===== config.mk =====
export PLATFORM = sky130hd
export DESIGN_NAME = htm_ctrl
export DESIGN_NICKNAME = d
export VERILOG_FILES = /design/src/hdl/assert_macros.svh /design/src/hdl/htm_pkg.sv /design/src/hdl/htm_ctrl.sv
export SDC_FILE = /design/constraint.sdc
export NUM_CORES = 1
export LEC_CHECK = 0
export BUFFER_PORTS_ARGS = -buffer_cell sky130_fd_sc_hd__buf_4
export CAP_MARGIN = 10
export CORE_AREA = 2 2 39 41
export CTS_CLUSTER_SIZE = 28
export DETAILED_ROUTE_END_ITERATION = 7
export DIE_AREA = 0 0 41 43
export GPL_TIMING_DRIVEN = 0
export PLACE_DENSITY = 0.64
export SYNTH_ARGS = -nofsm -noshare
export SYNTH_HDL_FRONTEND = slang
export SYNTH_SLANG_ARGS = --single-unit

===== constraint.sdc =====
create_clock -name i_clk -period 1.5 [get_ports i_clk]
set_input_delay 0.075 -clock i_clk [delete_from_list [all_inputs] [get_ports i_clk]]
set_output_delay 0.075 -clock i_clk [all_outputs]
set_load 0.01 [all_outputs]

===== src/hdl/assert_macros.svh =====
// assertion macros used by the handle table datapath
`ifndef ASSERT_MACROS_SVH
`define ASSERT_MACROS_SVH

`ifndef SYNTHESIS

// condition must hold at every rising clock edge outside reset
`define HTM_ASSERT_ALWAYS(lbl, clk, rst_n, cond) \
    lbl: assert property (@(posedge clk) disable iff (!rst_n) (cond)) \
        else $error("%m: assertion failed");

// consequent must hold in the same cycle as the antecedent
`define HTM_ASSERT_IMPL(lbl, clk, rst_n, ante, cons) \
    lbl: assert property (@(posedge clk) disable iff (!rst_n) (ante) |-> (cons)) \
        else $error("%m: assertion failed");

`else

`define HTM_ASSERT_ALWAYS(lbl, clk, rst_n, cond)
`define HTM_ASSERT_IMPL(lbl, clk, rst_n, ante, cons)

`endif

`endif


===== src/hdl/htm_pkg.sv =====
// shared types and codes of the handle table map
package htm_pkg;

    typedef enum logic [1:0] {
        ACT_MARSHAL   = 2'd0,
        ACT_UNMARSHAL = 2'd1,
        ACT_DELETE    = 2'd2
    } t_action;

    typedef enum logic [1:0] {
        ST_OK        = 2'd0,
        ST_FULL      = 2'd1,
        ST_NOT_FOUND = 2'd2
    } t_status;

    // how the datapath forms the pending result
    typedef enum logic [2:0] {
        RES_NONE,
        RES_NOT_FOUND,
        RES_DELETED,
        RES_HIT,
        RES_ALLOC,
        RES_FULL,
        RES_READ
    } t_res;

    typedef struct packed {
        logic clr_step;
        logic load;
        logic scan_init;
        logic scan_step;
        logic rd_issue;
        logic wr_alloc;
        logic wr_del;
        t_res res;
        logic out_load;
    } t_cmd;

    typedef struct packed {
        logic       cnt_last;
        logic [1:0] act;
        logic       ref_zero;
        logic       h_valid;
        logic       hit;
        logic       scan_end;
        logic       free_found;
        logic       out_free;
    } t_stat;

endpackage


===== src/hdl/htm_ctrl.sv =====
// controller state machine of the handle table map
module htm_ctrl (
    input  logic           i_clk,
    input  logic           i_rst_n,
    input  logic           i_in_valid,
    output logic           o_in_ready,
    input  htm_pkg::t_stat i_stat,
    output htm_pkg::t_cmd  o_cmd
);

    typedef enum logic [2:0] {
        S_CLEAR,
        S_IDLE,
        S_DECODE,
        S_SCAN,
        S_READ,
        S_DONE
    } t_state;

    t_state r_state;
    t_state n_state;

    always_ff @(posedge i_clk) begin
        if (!i_rst_n) begin
            r_state <= S_CLEAR;
        end else begin
            r_state <= n_state;
        end
    end

    always_comb begin
        n_state = r_state;
        o_cmd   = '0;
        o_cmd.res = htm_pkg::RES_NONE;
        unique case (r_state)
            S_CLEAR: begin
                o_cmd.clr_step = 1'b1;
                if (i_stat.cnt_last) begin
                    n_state = S_IDLE;
                end
            end
            S_IDLE: begin
                if (i_in_valid) begin
                    o_cmd.load = 1'b1;
                    n_state    = S_DECODE;
                end
            end
            S_DECODE: begin
                n_state = S_DONE;
                case (i_stat.act)
                    htm_pkg::ACT_MARSHAL: begin
                        if (i_stat.ref_zero) begin
                            o_cmd.res = htm_pkg::RES_NOT_FOUND;
                        end else begin
                            o_cmd.scan_init = 1'b1;
                            n_state         = S_SCAN;
                        end
                    end
                    htm_pkg::ACT_UNMARSHAL: begin
                        if (i_stat.h_valid) begin
                            o_cmd.rd_issue = 1'b1;
                            n_state        = S_READ;
                        end else begin
                            o_cmd.res = htm_pkg::RES_NOT_FOUND;
                        end
                    end
                    htm_pkg::ACT_DELETE: begin
                        if (i_stat.h_valid) begin
                            o_cmd.wr_del = 1'b1;
                            o_cmd.res    = htm_pkg::RES_DELETED;
                        end else begin
                            o_cmd.res = htm_pkg::RES_NOT_FOUND;
                        end
                    end
                    default: begin
                        o_cmd.res = htm_pkg::RES_NOT_FOUND;
                    end
                endcase
            end
            S_SCAN: begin
                o_cmd.scan_step = 1'b1;
                if (i_stat.hit) begin
                    o_cmd.res = htm_pkg::RES_HIT;
                    n_state   = S_DONE;
                end else if (i_stat.scan_end) begin
                    // no match anywhere: take the first free slot above the last handle
                    if (i_stat.free_found) begin
                        o_cmd.wr_alloc = 1'b1;
                        o_cmd.res      = htm_pkg::RES_ALLOC;
                    end else begin
                        o_cmd.res = htm_pkg::RES_FULL;
                    end
                    n_state = S_DONE;
                end
            end
            S_READ: begin
                o_cmd.res = htm_pkg::RES_READ;
                n_state   = S_DONE;
            end
            S_DONE: begin
                if (i_stat.out_free) begin
                    o_cmd.out_load = 1'b1;
                    n_state        = S_IDLE;
                end
            end
            default: begin
                n_state = S_CLEAR;
            end
        endcase
    end

    assign o_in_ready = (r_state == S_IDLE);

endmodule


==> results of run 1 <==
-- power breakdown --
part	total (W)	internal (W)	switching, W
Clock	0.000136	0.0000994	0.0000371
Combinational	0.000539	0.000270	0.000270
Sequential	0.000141	0.000112	0.0000293
-- per-stage QoR --
step           hold slack (ns)  utilization [%]  setup slack [ns]  instance area, sq um
3_3_place_gp             0.380             40.9             0.108                   566
5_1_grt                  0.143             44.8           0.00347                   619
3_5_place_dp             0.375             40.9            0.0770                   566
6_report                 0.136             44.8            0.0766                   619
4_1_cts                  0.130             43.3         0.0000667                   599
2_1_floorplan            0.215                -             0.272                   373
-- how the worst max path moves through the flow --
stage,end,slack (ns),cells past startpoint
CTS,o_cmd[5],0.00007,5
floorplan,r_state[0]$_SDFFE_PN0P_,0.27,5
global placement,r_state[1]$_SDFFE_PN0P_,0.11,5
global route,o_cmd[5],0.003,6
detailed placement,r_state[1]$_SDFFE_PN0P_,0.08,5
finish,o_cmd[9],0.08,5
-- cells by family (layout without fill, tap and decap cells) --
logic type	Yosys count	after routing
buffers and inverters	4	31
muxes	3	3
xor gates and xnor gates	1	1
AOI/OAI and AO/OA	11	11
and+or+nand+nor	30	30
DFF	3	3
-- tightest hold or removal path: cells and delay by family --
kind	cells	cell delay, ns
buffers and inverters	1	0.13
AO/OA/AOI/OAI	1	0.06
AND/OR/NAND/NOR	1	0.05
-- layer usage --
layer  vias up  wire [um]  track usage [%]
met5         -          0                0
met2        23        432             16.6
met3         0        112             3.14
met1       189        460             12.8
li1        239          -                -
met4         0          0             6.00
-- synthesized netlist by cell type, drive strengths merged, types with 2 or more instances --
| cell type | number | share of area [%] |
|---|---|---|
| a21oi | 4 | 5.4 |
| and2 | 4 | 6.7 |
| buf | 2 | 4.4 |
| dfxtp | 3 | 16 |
| mux2i | 3 | 8.1 |
| nand2 | 5 | 5.0 |
| nand3b | 3 | 6.0 |
| nor2 | 4 | 4.0 |
| nor2b | 2 | 3.4 |
| nor3 | 4 | 5.4 |
| o21ai | 5 | 6.7 |
| or3b | 2 | 4.7 |
-- layout by cell type, fill, tap and decap left out, types with 2 or more instances in the layout --
cell type,synthesis,routed
buf_4,0,24
nand2_1,5,5
and2_1,4,4
a21oi_1,4,4
nor3_1,4,4
nor2_1,4,4
o21ai_0,4,4
nand3b_1,3,3
mux2i_1,3,3
clkbuf_4,0,3
nor2b_2,0,2
dfxtp_1,3,2
-- final cells by class --
cell class                 instances  area, sq um  share of cell area [%]
multi-input combinational         45          312                    50.3
timing repair buffer              23          173                    27.9
sequential                         3         61.3                    9.90
clock buffer                       4         26.3                    4.24
buffer                             3         23.8                    3.84
tap                               16         20.0                    3.23
inverter                           1         3.75                   0.606
-- timing repair --
item / 4_1_cts / 5_1_grt
hold buffers: 0 / 0
endpoints found under the setup margin: 3 / 7
resized for setup: 2 / 7
==> flow_metrics.env, run 1 <==
export IMPL_status="complete, no violations"
export IMPL_largest_reg_flops=3
export IMPL_synth_adder_area_share_pct=0
export IMPL_io_buffers=23
export IMPL_r2r_end="r_state[1]$_SDFFE_PN0P_"
export IMPL_cts_tree="done"
export IMPL_cp_max_fo=10
export IMPL_hold_viol_final=0
export IMPL_synth_top_family_by_area="simple AND/OR/NAND/NOR gates"
export IMPL_grt_use_total_pct=10.8
export IMPL_cts_made_buffers=3
export IMPL_cts_setup_buffers=0
export IMPL_powerDensity_nw_per_um2=1320
export IMPL_gp_congestion=0.782
export IMPL_path_clk_slew_ns=0.04
export IMPL_synth_seq_area_share_pct=16.1
export IMPL_synth_edf_count=0
export IMPL_synth_compound_area_share_pct=15.8
export IMPL_top_register="r_state"
export IMPL_crit_start="r_state[1]$_SDFFE_PN0P_"
export IMPL_initial_core_util_pct=26.9
export IMPL_async_reset_ff_share_pct=0
export IMPL_postSynthCellCount=52
export IMPL_rsz0062_at_grt="false"
export IMPL_cts_buffer_depth=2
export IMPL_yosysWarnings=0
export IMPL_period_share_pct=94.9
export IMPL_wl_per_cell_um=10.6
export IMPL_antenna_cells=0
export IMPL_clock_fmax_mhz=703
export IMPL_worstMarginPinSlew_ns=0.293
export IMPL_r2r_start="r_state[0]$_SDFFE_PN0P_"
export IMPL_hold_path_end="r_state[2]$_SDFFE_PN0P_"
export IMPL_antenna_found_initial=0
export IMPL_syn_num_nets=64
export IMPL_grt_overflow=0
export IMPL_r2r_cells=4
export IMPL_rows=14
export IMPL_worst_ep_required_time_ns=1.42
export IMPL_nFillCells=149
export IMPL_critPathMaxStageDelay_ns=0.31
export IMPL_finalSetupViolations=0
export IMPL_nNetsFinal=92
export IMPL_grt_pass1_wl_mm=1.30
export IMPL_dieArea_sq_um=1760
export IMPL_cp_arrival_ns=1.35
export IMPL_r2r_setup_slack_ns=0.17
export IMPL_critPathTopFamily="simple AND/OR/NAND/NOR gates"
export IMPL_via_per_inst=4.75
export IMPL_fin_tns_setup_ns=0
export IMPL_hp_start="i_rst_n"
export IMPL_coreArea_sq_um=1380
export IMPL_cts_sinks=3
export IMPL_worstSetupEndpointType="primary output"
export IMPL_largestRegisters="r_state x3"
export IMPL_die_w_um=41
export IMPL_dr_pass1_iters=4
export IMPL_vias=451
export IMPL_hpwl_um=786
export IMPL_muxShareOfSynthArea_pct=8.05
export IMPL_clock_latency_ns=0.23
export IMPL_period_needed_ns=1.42
export IMPL_crit_chain="buf_6 > and2b_1 > nor2b_2 > and2_1 > buf_4"
export IMPL_power_w=0.000817
export IMPL_synth_area_sq_um=373
export IMPL_clock_skew_ns=0.00264
export IMPL_area_growth_pct=66.1
export IMPL_drtIter0Drc=5
export IMPL_holdCritPathClass="in -> reg"
export IMPL_peakVddDrop_uv=542
export IMPL_synth_seq_cells=3
export IMPL_die_h_um=43
export IMPL_whs_path_depth=3
export IMPL_synthSimpleGateAreaFrac_pct=51.3
export IMPL_drive_gt1_share_pct=44.3
export IMPL_first_global_vias=331
export IMPL_syn_avg_cell_area_sq_um=7.17
export IMPL_path_buf_inv=2
export IMPL_setup_worst_path_class="reg -> out"
export IMPL_synth_xor_xnor_area_share_pct=2.35
export IMPL_stdcell_count=95
export IMPL_slew_headroom_pct=80.3
export IMPL_clockRootBuffer="clkbuf_4"
export IMPL_synth_cell_type_count=26
export IMPL_routed_wl_mm=1.01
export IMPL_startpoint_type="register"
export IMPL_synth_top_flop_cell="dfxtp_1"
export IMPL_maxCapViolations=0
export IMPL_p_leak_nw=0.291
export IMPL_report_final_slew_viol_count=0
export IMPL_ant_nets=0
export IMPL_grt_max_degree=11
export IMPL_dp_cells=91
export IMPL_cts_max_level=1
export IMPL_crit_slowest_cell="dfxtp_1"
export IMPL_io_pins=24
export IMPL_drc=0
Power figures use the tool's default switching activity.
==> run 2: changes to the inputs <==
--- a/config.mk
+++ b/config.mk
@@ -12,7 +12,8 @@
 export DETAILED_ROUTE_END_ITERATION = 7
 export DIE_AREA = 0 0 41 43
 export GPL_TIMING_DRIVEN = 0
-export PLACE_DENSITY = 0.64
+export PLACE_DENSITY_LB_ADDON = 0.05
+export RECOVER_POWER = 50
 export SYNTH_ARGS = -nofsm -noshare
 export SYNTH_HDL_FRONTEND = slang
 export SYNTH_SLANG_ARGS = --single-unit
==> run 2 against run 1 <==
First-iteration DRC count rose by 60%. Global-route usage rose by 2.4 points. Via count is 3.3% higher. Combinational power fell by 3%. Critical path depth is 1 lower. Worst setup slack lost 0.035 ns. Clock power is essentially flat. Critical endpoint is now o_cmd[2]. Largest cell class unchanged.
==> flow_metrics.env, run 2 (synthesis gave the netlist of run 1 again) <==
export IMPL_design_area_sq_um=613
export IMPL_r2r_cells=4
export IMPL_critPathTopFamily="simple AND/OR/NAND/NOR gates"
export IMPL_peakVddDrop_uv=887
export IMPL_r2r_start="r_state[0]$_SDFFE_PN0P_"
export IMPL_dp_cells=91
export IMPL_startpoint_type="register"
export IMPL_dieArea_sq_um=1760
export IMPL_cts_sinks=3
export IMPL_hp_start="i_rst_n"
export IMPL_grt_max_degree=11
export IMPL_path_buf_inv=2
export IMPL_path_clk_slew_ns=0.04
export IMPL_stdcell_count=95
export IMPL_maxCapViolations=0
export IMPL_antenna_found_initial=0
export IMPL_cts_made_buffers=3
export IMPL_rows=14
export IMPL_worstMarginPinSlew_ns=0.282
export IMPL_whs_path_depth=3
export IMPL_clockRootBuffer="clkbuf_4"
export IMPL_report_final_slew_viol_count=0
export IMPL_grt_pass1_wl_mm=1.65
export IMPL_status="complete, no violations"
export IMPL_drtIter0Drc=8
export IMPL_cp_arrival_ns=1.38
export IMPL_placed_area_sq_um=566
export IMPL_hold_path_end="r_state[2]$_SDFFE_PN0P_"
export IMPL_place_ws_ns=0.0789
export IMPL_crit_chain="buf_6 > or3b_2 > o21ai_1 > buf_4"
export IMPL_ant_nets=0
export IMPL_p_leak_nw=0.286
export IMPL_r2r_setup_slack_ns=0.17
export IMPL_largest_reg_flops=3
export IMPL_clock_fmax_mhz=686
export IMPL_first_global_vias=429
export IMPL_dr_pass1_iters=4
export IMPL_antenna_cells=0
export IMPL_drc=0
export IMPL_powerDensity_nw_per_um2=1310
export IMPL_grt_overflow=0
export IMPL_io_buffers=23
export IMPL_die_w_um=41
export IMPL_coreArea_sq_um=1380
export IMPL_slew_headroom_pct=81.0
export IMPL_vias=466
export IMPL_cts_buffer_depth=2
export IMPL_crit_slowest_cell="or3b_2"
export IMPL_grt_use_total_pct=13.2
export IMPL_via_per_inst=4.91
export IMPL_clock_latency_ns=0.23
export IMPL_cts_tree="done"
export IMPL_finalSetupViolations=0
export IMPL_hpwl_um=804
export IMPL_worst_ep_required_time_ns=1.42
export IMPL_wl_per_cell_um=11.2
export IMPL_nFillCells=165
export IMPL_final_cell_mix="23 x buf_4, 5 x nand2_1"
export IMPL_largestRegisters="r_state x3"
export IMPL_critPathMaxStageDelay_ns=0.49
export IMPL_top_register="r_state"
export IMPL_period_needed_ns=1.46
export IMPL_cts_hold_fix_buffers=0
export IMPL_nNetsFinal=92
export IMPL_final_util_pct=44.3
export IMPL_rsz0062_at_grt="true"
export IMPL_layout_commonest_cell="buf_4"
export IMPL_period_share_pct=97.2
export IMPL_setup_worst_path_class="reg -> out"
export IMPL_initial_core_util_pct=26.9
export IMPL_drive_gt1_share_pct=43.0
export IMPL_holdCritPathClass="in -> reg"
export IMPL_die_h_um=43
export IMPL_cts_max_level=1
export IMPL_clock_skew_ns=0.00183
export IMPL_io_pins=24
export IMPL_cp_max_fo=10
export IMPL_gp_congestion=0.662
export IMPL_r2r_end="r_state[1]$_SDFFE_PN0P_"
export IMPL_worstSetupEndpointType="primary output"
export IMPL_area_growth_pct=64.4
export IMPL_hold_viol_final=0
export IMPL_routed_wl_mm=1.06
export IMPL_finalWorstSetupSlack_ns=0.0418
run 2: changes by cell type in the layout (fill, tap and decap cells not counted):
cell	before	now
or3b_4	1	0
o21ai_1	1	2
clkbuf_2	1	0
buf_4	24	23
o21ai_0	4	3
buf_2	0	1
clkbuf_1	1	2
or3b_2	0	1
run 2: routing by layer:
metal  global-route usage (%)  vias up  share of wire (%)
met5                        0        -                  0
met2                     20.6       23                 45
met1                     17.3      204                 43
li1                         -      239                  -
met4                     2.00        0                  0
met3                     4.71        0                 12
run 2: tightest hold or removal path, cell delays in order:
cell and delay [ns]:
buf_4 0.13, nand2_1 0.05, o21ai_0 0.06
run 2: how the worst max path moves through the flow:
stage | from | slack [ns] | depth (start not counted) | end
6_report | r_state[1]$_SDFFE_PN0P_ | 0.04 | 4 | o_cmd[2]
3_3_place_gp | r_state[2]$_SDFFE_PN0P_ | 0.1 | 5 | r_state[0]$_SDFFE_PN0P_
3_5_place_dp | r_state[2]$_SDFFE_PN0P_ | 0.08 | 5 | r_state[0]$_SDFFE_PN0P_
4_1_cts | r_state[1]$_SDFFE_PN0P_ | 0.007 | 5 | o_cmd[9]
2_1_floorplan | r_state[1]$_SDFFE_PN0P_ | 0.27 | 5 | r_state[0]$_SDFFE_PN0P_
5_1_grt | r_state[1]$_SDFFE_PN0P_ | -0.03 | 5 | o_cmd[9]
run 2: power breakdown:
group	switching [W]	internal (W)	total, W
Combinational	0.000270	0.000251	0.000521
Sequential	0.0000311	0.000112	0.000143
Clock	0.0000386	0.0000995	0.000138
Total	0.000340	0.000463	0.000803
run 2: cell type report:
type	instances	area [sq um]	share of cell area (%)
multi-input combinational	45	309	50.4
sequential	3	61.3	10.0
buffer	3	23.8	3.88
timing repair buffer	23	169	27.6
clock buffer	4	26.3	4.29
tap	16	20.0	3.27
inverter	1	3.75	0.612
run 2: per-stage QoR:
step | hold WS (ns) | setup TNS (ns) | total power, W
2_1_floorplan | 0.215 | 0 | 0.000450
3_3_place_gp | 0.385 | 0 | 0.000647
3_5_place_dp | 0.378 | 0 | 0.000646
4_1_cts | 0.134 | 0 | 0.000808
5_1_grt | 0.170 | -0.0497 | 0.000884
6_report | 0.137 | 0 | 0.000803
run 2: repair_timing:
| item | in CTS | in global routing |
|---|---|---|
| gates resized for setup | 2 | 7 |
| setup endpoints to repair | 3 | 5 |
| setup buffers | 0 | 0 |
==> run 3: changes to the inputs <==
==> constraint.sdc (replaced) <==
create_clock -name i_clk -period 1.5 [get_ports i_clk]
set_input_delay 0 -clock i_clk [delete_from_list [all_inputs] [get_ports i_clk]]
set_output_delay 0 -clock i_clk [all_outputs]
set_load 0.01 [all_outputs]
==> run 3 against run 2 <==
Die area unchanged. Final cell count is the same. Global-route usage unchanged. Routed wire length about the same. Via count up 0.43%. Largest cell class unchanged.
==> flow_metrics.env, run 3 (synthesis gave the netlist of run 1 again) <==
export IMPL_ant_nets=0
export IMPL_hold_viol_final=0
export IMPL_crit_slowest_cell="or3b_2"
export IMPL_grt_max_degree=11
export IMPL_rsz0062_at_grt="false"
export IMPL_io_pins=24
export IMPL_status="complete, no violations"
export IMPL_layout_commonest_cell="buf_4"
export IMPL_grt_pass1_wl_mm=1.65
export IMPL_path_clk_slew_ns=0.04
export IMPL_hp_start="i_rst_n"
export IMPL_cts_hold_fix_buffers=0
export IMPL_fin_tns_setup_ns=0
export IMPL_drtIter0Drc=1
export IMPL_area_growth_pct=59.7
export IMPL_wl_met3_um=115
export IMPL_grt_use_total_pct=13.2
export IMPL_seqCellArea_sq_um=61.3
export IMPL_cts_sinks=3
export IMPL_intPower_w=0.000453
export IMPL_wl_per_cell_um=11.2
export IMPL_cts_setup_buffers=0
export IMPL_final_cell_mix="20 x buf_4, 5 x nand2_1"
export IMPL_cts_max_level=1
export IMPL_hpwl_um=804
export IMPL_top_register="r_state"
export IMPL_worstMarginPinSlew_ns=0.254
export IMPL_die_h_um=43
export IMPL_critPathTopFamily="simple AND/OR/NAND/NOR gates"
export IMPL_setup_worst_path_class="reg -> out"
export IMPL_cts_buffer_depth=2
export IMPL_clock_skew_ns=0.00233
export IMPL_initial_core_util_pct=26.9
export IMPL_powerDensity_nw_per_um2=1320
export IMPL_worst_ep_required_time_ns=1.50
export IMPL_switching_share_pct=42.5
export IMPL_antenna_found_initial=0
export IMPL_largest_reg_flops=3
export IMPL_coreArea_sq_um=1380
export IMPL_top_layer_used="met3"
export IMPL_maxCapViolations=0
export IMPL_clkPwrFrac_pct=17.5
export IMPL_cts_tree="done"
export IMPL_period_needed_ns=1.40
export IMPL_report_final_slew_viol_count=0
export IMPL_path_buf_inv=2
export IMPL_period_share_pct=93.1
export IMPL_routed_wl_mm=1.07
export IMPL_worstSetupEndpointType="primary output"
export IMPL_cts_made_buffers=3
export IMPL_via_per_inst=4.93
export IMPL_met2_wirelength_um=487
export IMPL_rows=14
export IMPL_vias=468
export IMPL_multi_input_area_sq_um=299
export IMPL_largestRegisters="r_state x3"
export IMPL_grt_overflow=0
export IMPL_antenna_cells=0
export IMPL_final_util_pct=43.0
export IMPL_cts_resized=0
export IMPL_slew_headroom_pct=82.9
export IMPL_io_buffers=23
export IMPL_startpoint_type="register"
export IMPL_crit_chain="buf_6 > or3b_2 > o21ai_0 > buf_4"
export IMPL_critPathMaxStageDelay_ns=0.49
export IMPL_crit_start="r_state[1]$_SDFFE_PN0P_"
export IMPL_cp_max_fo=10
export IMPL_r2r_start="r_state[0]$_SDFFE_PN0P_"
export IMPL_seq_power_share_pct=18.1
export IMPL_clock_latency_ns=0.23
export IMPL_dieArea_sq_um=1760
export IMPL_peakVddDrop_uv=887
export IMPL_die_w_um=41
export IMPL_p_sw_w=0.000335
export IMPL_nFillCells=169
export IMPL_nNetsFinal=92
export IMPL_cp_arrival_ns=1.40
export IMPL_finalSetupViolations=0
export IMPL_clock_fmax_mhz=716
export IMPL_drive_gt1_share_pct=39.2
export IMPL_first_global_vias=429
export IMPL_clockRootBuffer="clkbuf_4"
export IMPL_p_comb_share_pct=64.3
export IMPL_met1_length_um=461
export IMPL_dr_pass1_iters=4
export IMPL_p_leak_nw=0.271
export IMPL_gp_congestion=0.662
export IMPL_drc=0
export IMPL_holdCritPathClass="in -> reg"
## run 3: cell types whose count changed in the layout (fill, tap and decap cells not counted), sizes merged
cell,delta
buf,-4
clkbuf,+4
## run 3: stage by stage
step	instances	hold WS [ns]	total power, W	instance area [sq um]	setup WS, ns
2_1_floorplan	52	0.109	0.000450	373	0.272
3_3_place_gp	91	0.304	0.000647	566	0.0975
3_5_place_dp	91	0.302	0.000646	566	0.0789
4_1_cts	95	0.0593	0.000799	592	0.0330
5_1_grt	95	0.0943	0.000866	596	0.0125
6_report	95	0.0605	0.000788	596	0.104
## run 3: metal layers
layer,up-vias,GRT usage [%]
li1,242,-
met1,207,17.3
met2,19,20.6
met3,0,4.71
met4,0,2.00
met5,-,0
## run 3: layout make-up
class,count,share of cell area [%]
Multi-Input combinational cell,45,50.2
Timing Repair Buffer,23,27.1
Sequential cell,3,10.3
Clock buffer,4,4.41
Buffer,3,3.99
Tap cell,16,3.36
Inverter,1,0.630
## run 3: power by group through the flow
stage	combinational, W	sequential [W]	clock [W]
after floorplan	0.000318	0.000132	0
after global placement	0.000508	0.000139	0
after detailed placement	0.000506	0.000141	0
after CTS	0.000513	0.000140	0.000145
after global routing	0.000563	0.000149	0.000154
final	0.000507	0.000143	0.000138
## run 3: final timing paths
kind,end,slack (ns),depth (start not counted)
worst min register to register,r_state[1]$_SDFFE_PN0P_,0.60,3
worst min-delay path,r_state[2]$_SDFFE_PN0P_,0.06,3
worst max-delay path,o_cmd[2],0.10,4
worst max register to register,r_state[1]$_SDFFE_PN0P_,0.17,4
## run 3: worst register-to-register path, cell delays in order, from the launching register on
cell,delay (ns)
dfxtp_2,0.34
nor4_4,0.32
a21oi_1,0.11
or3b_1,0.35
mux2i_1,0.13
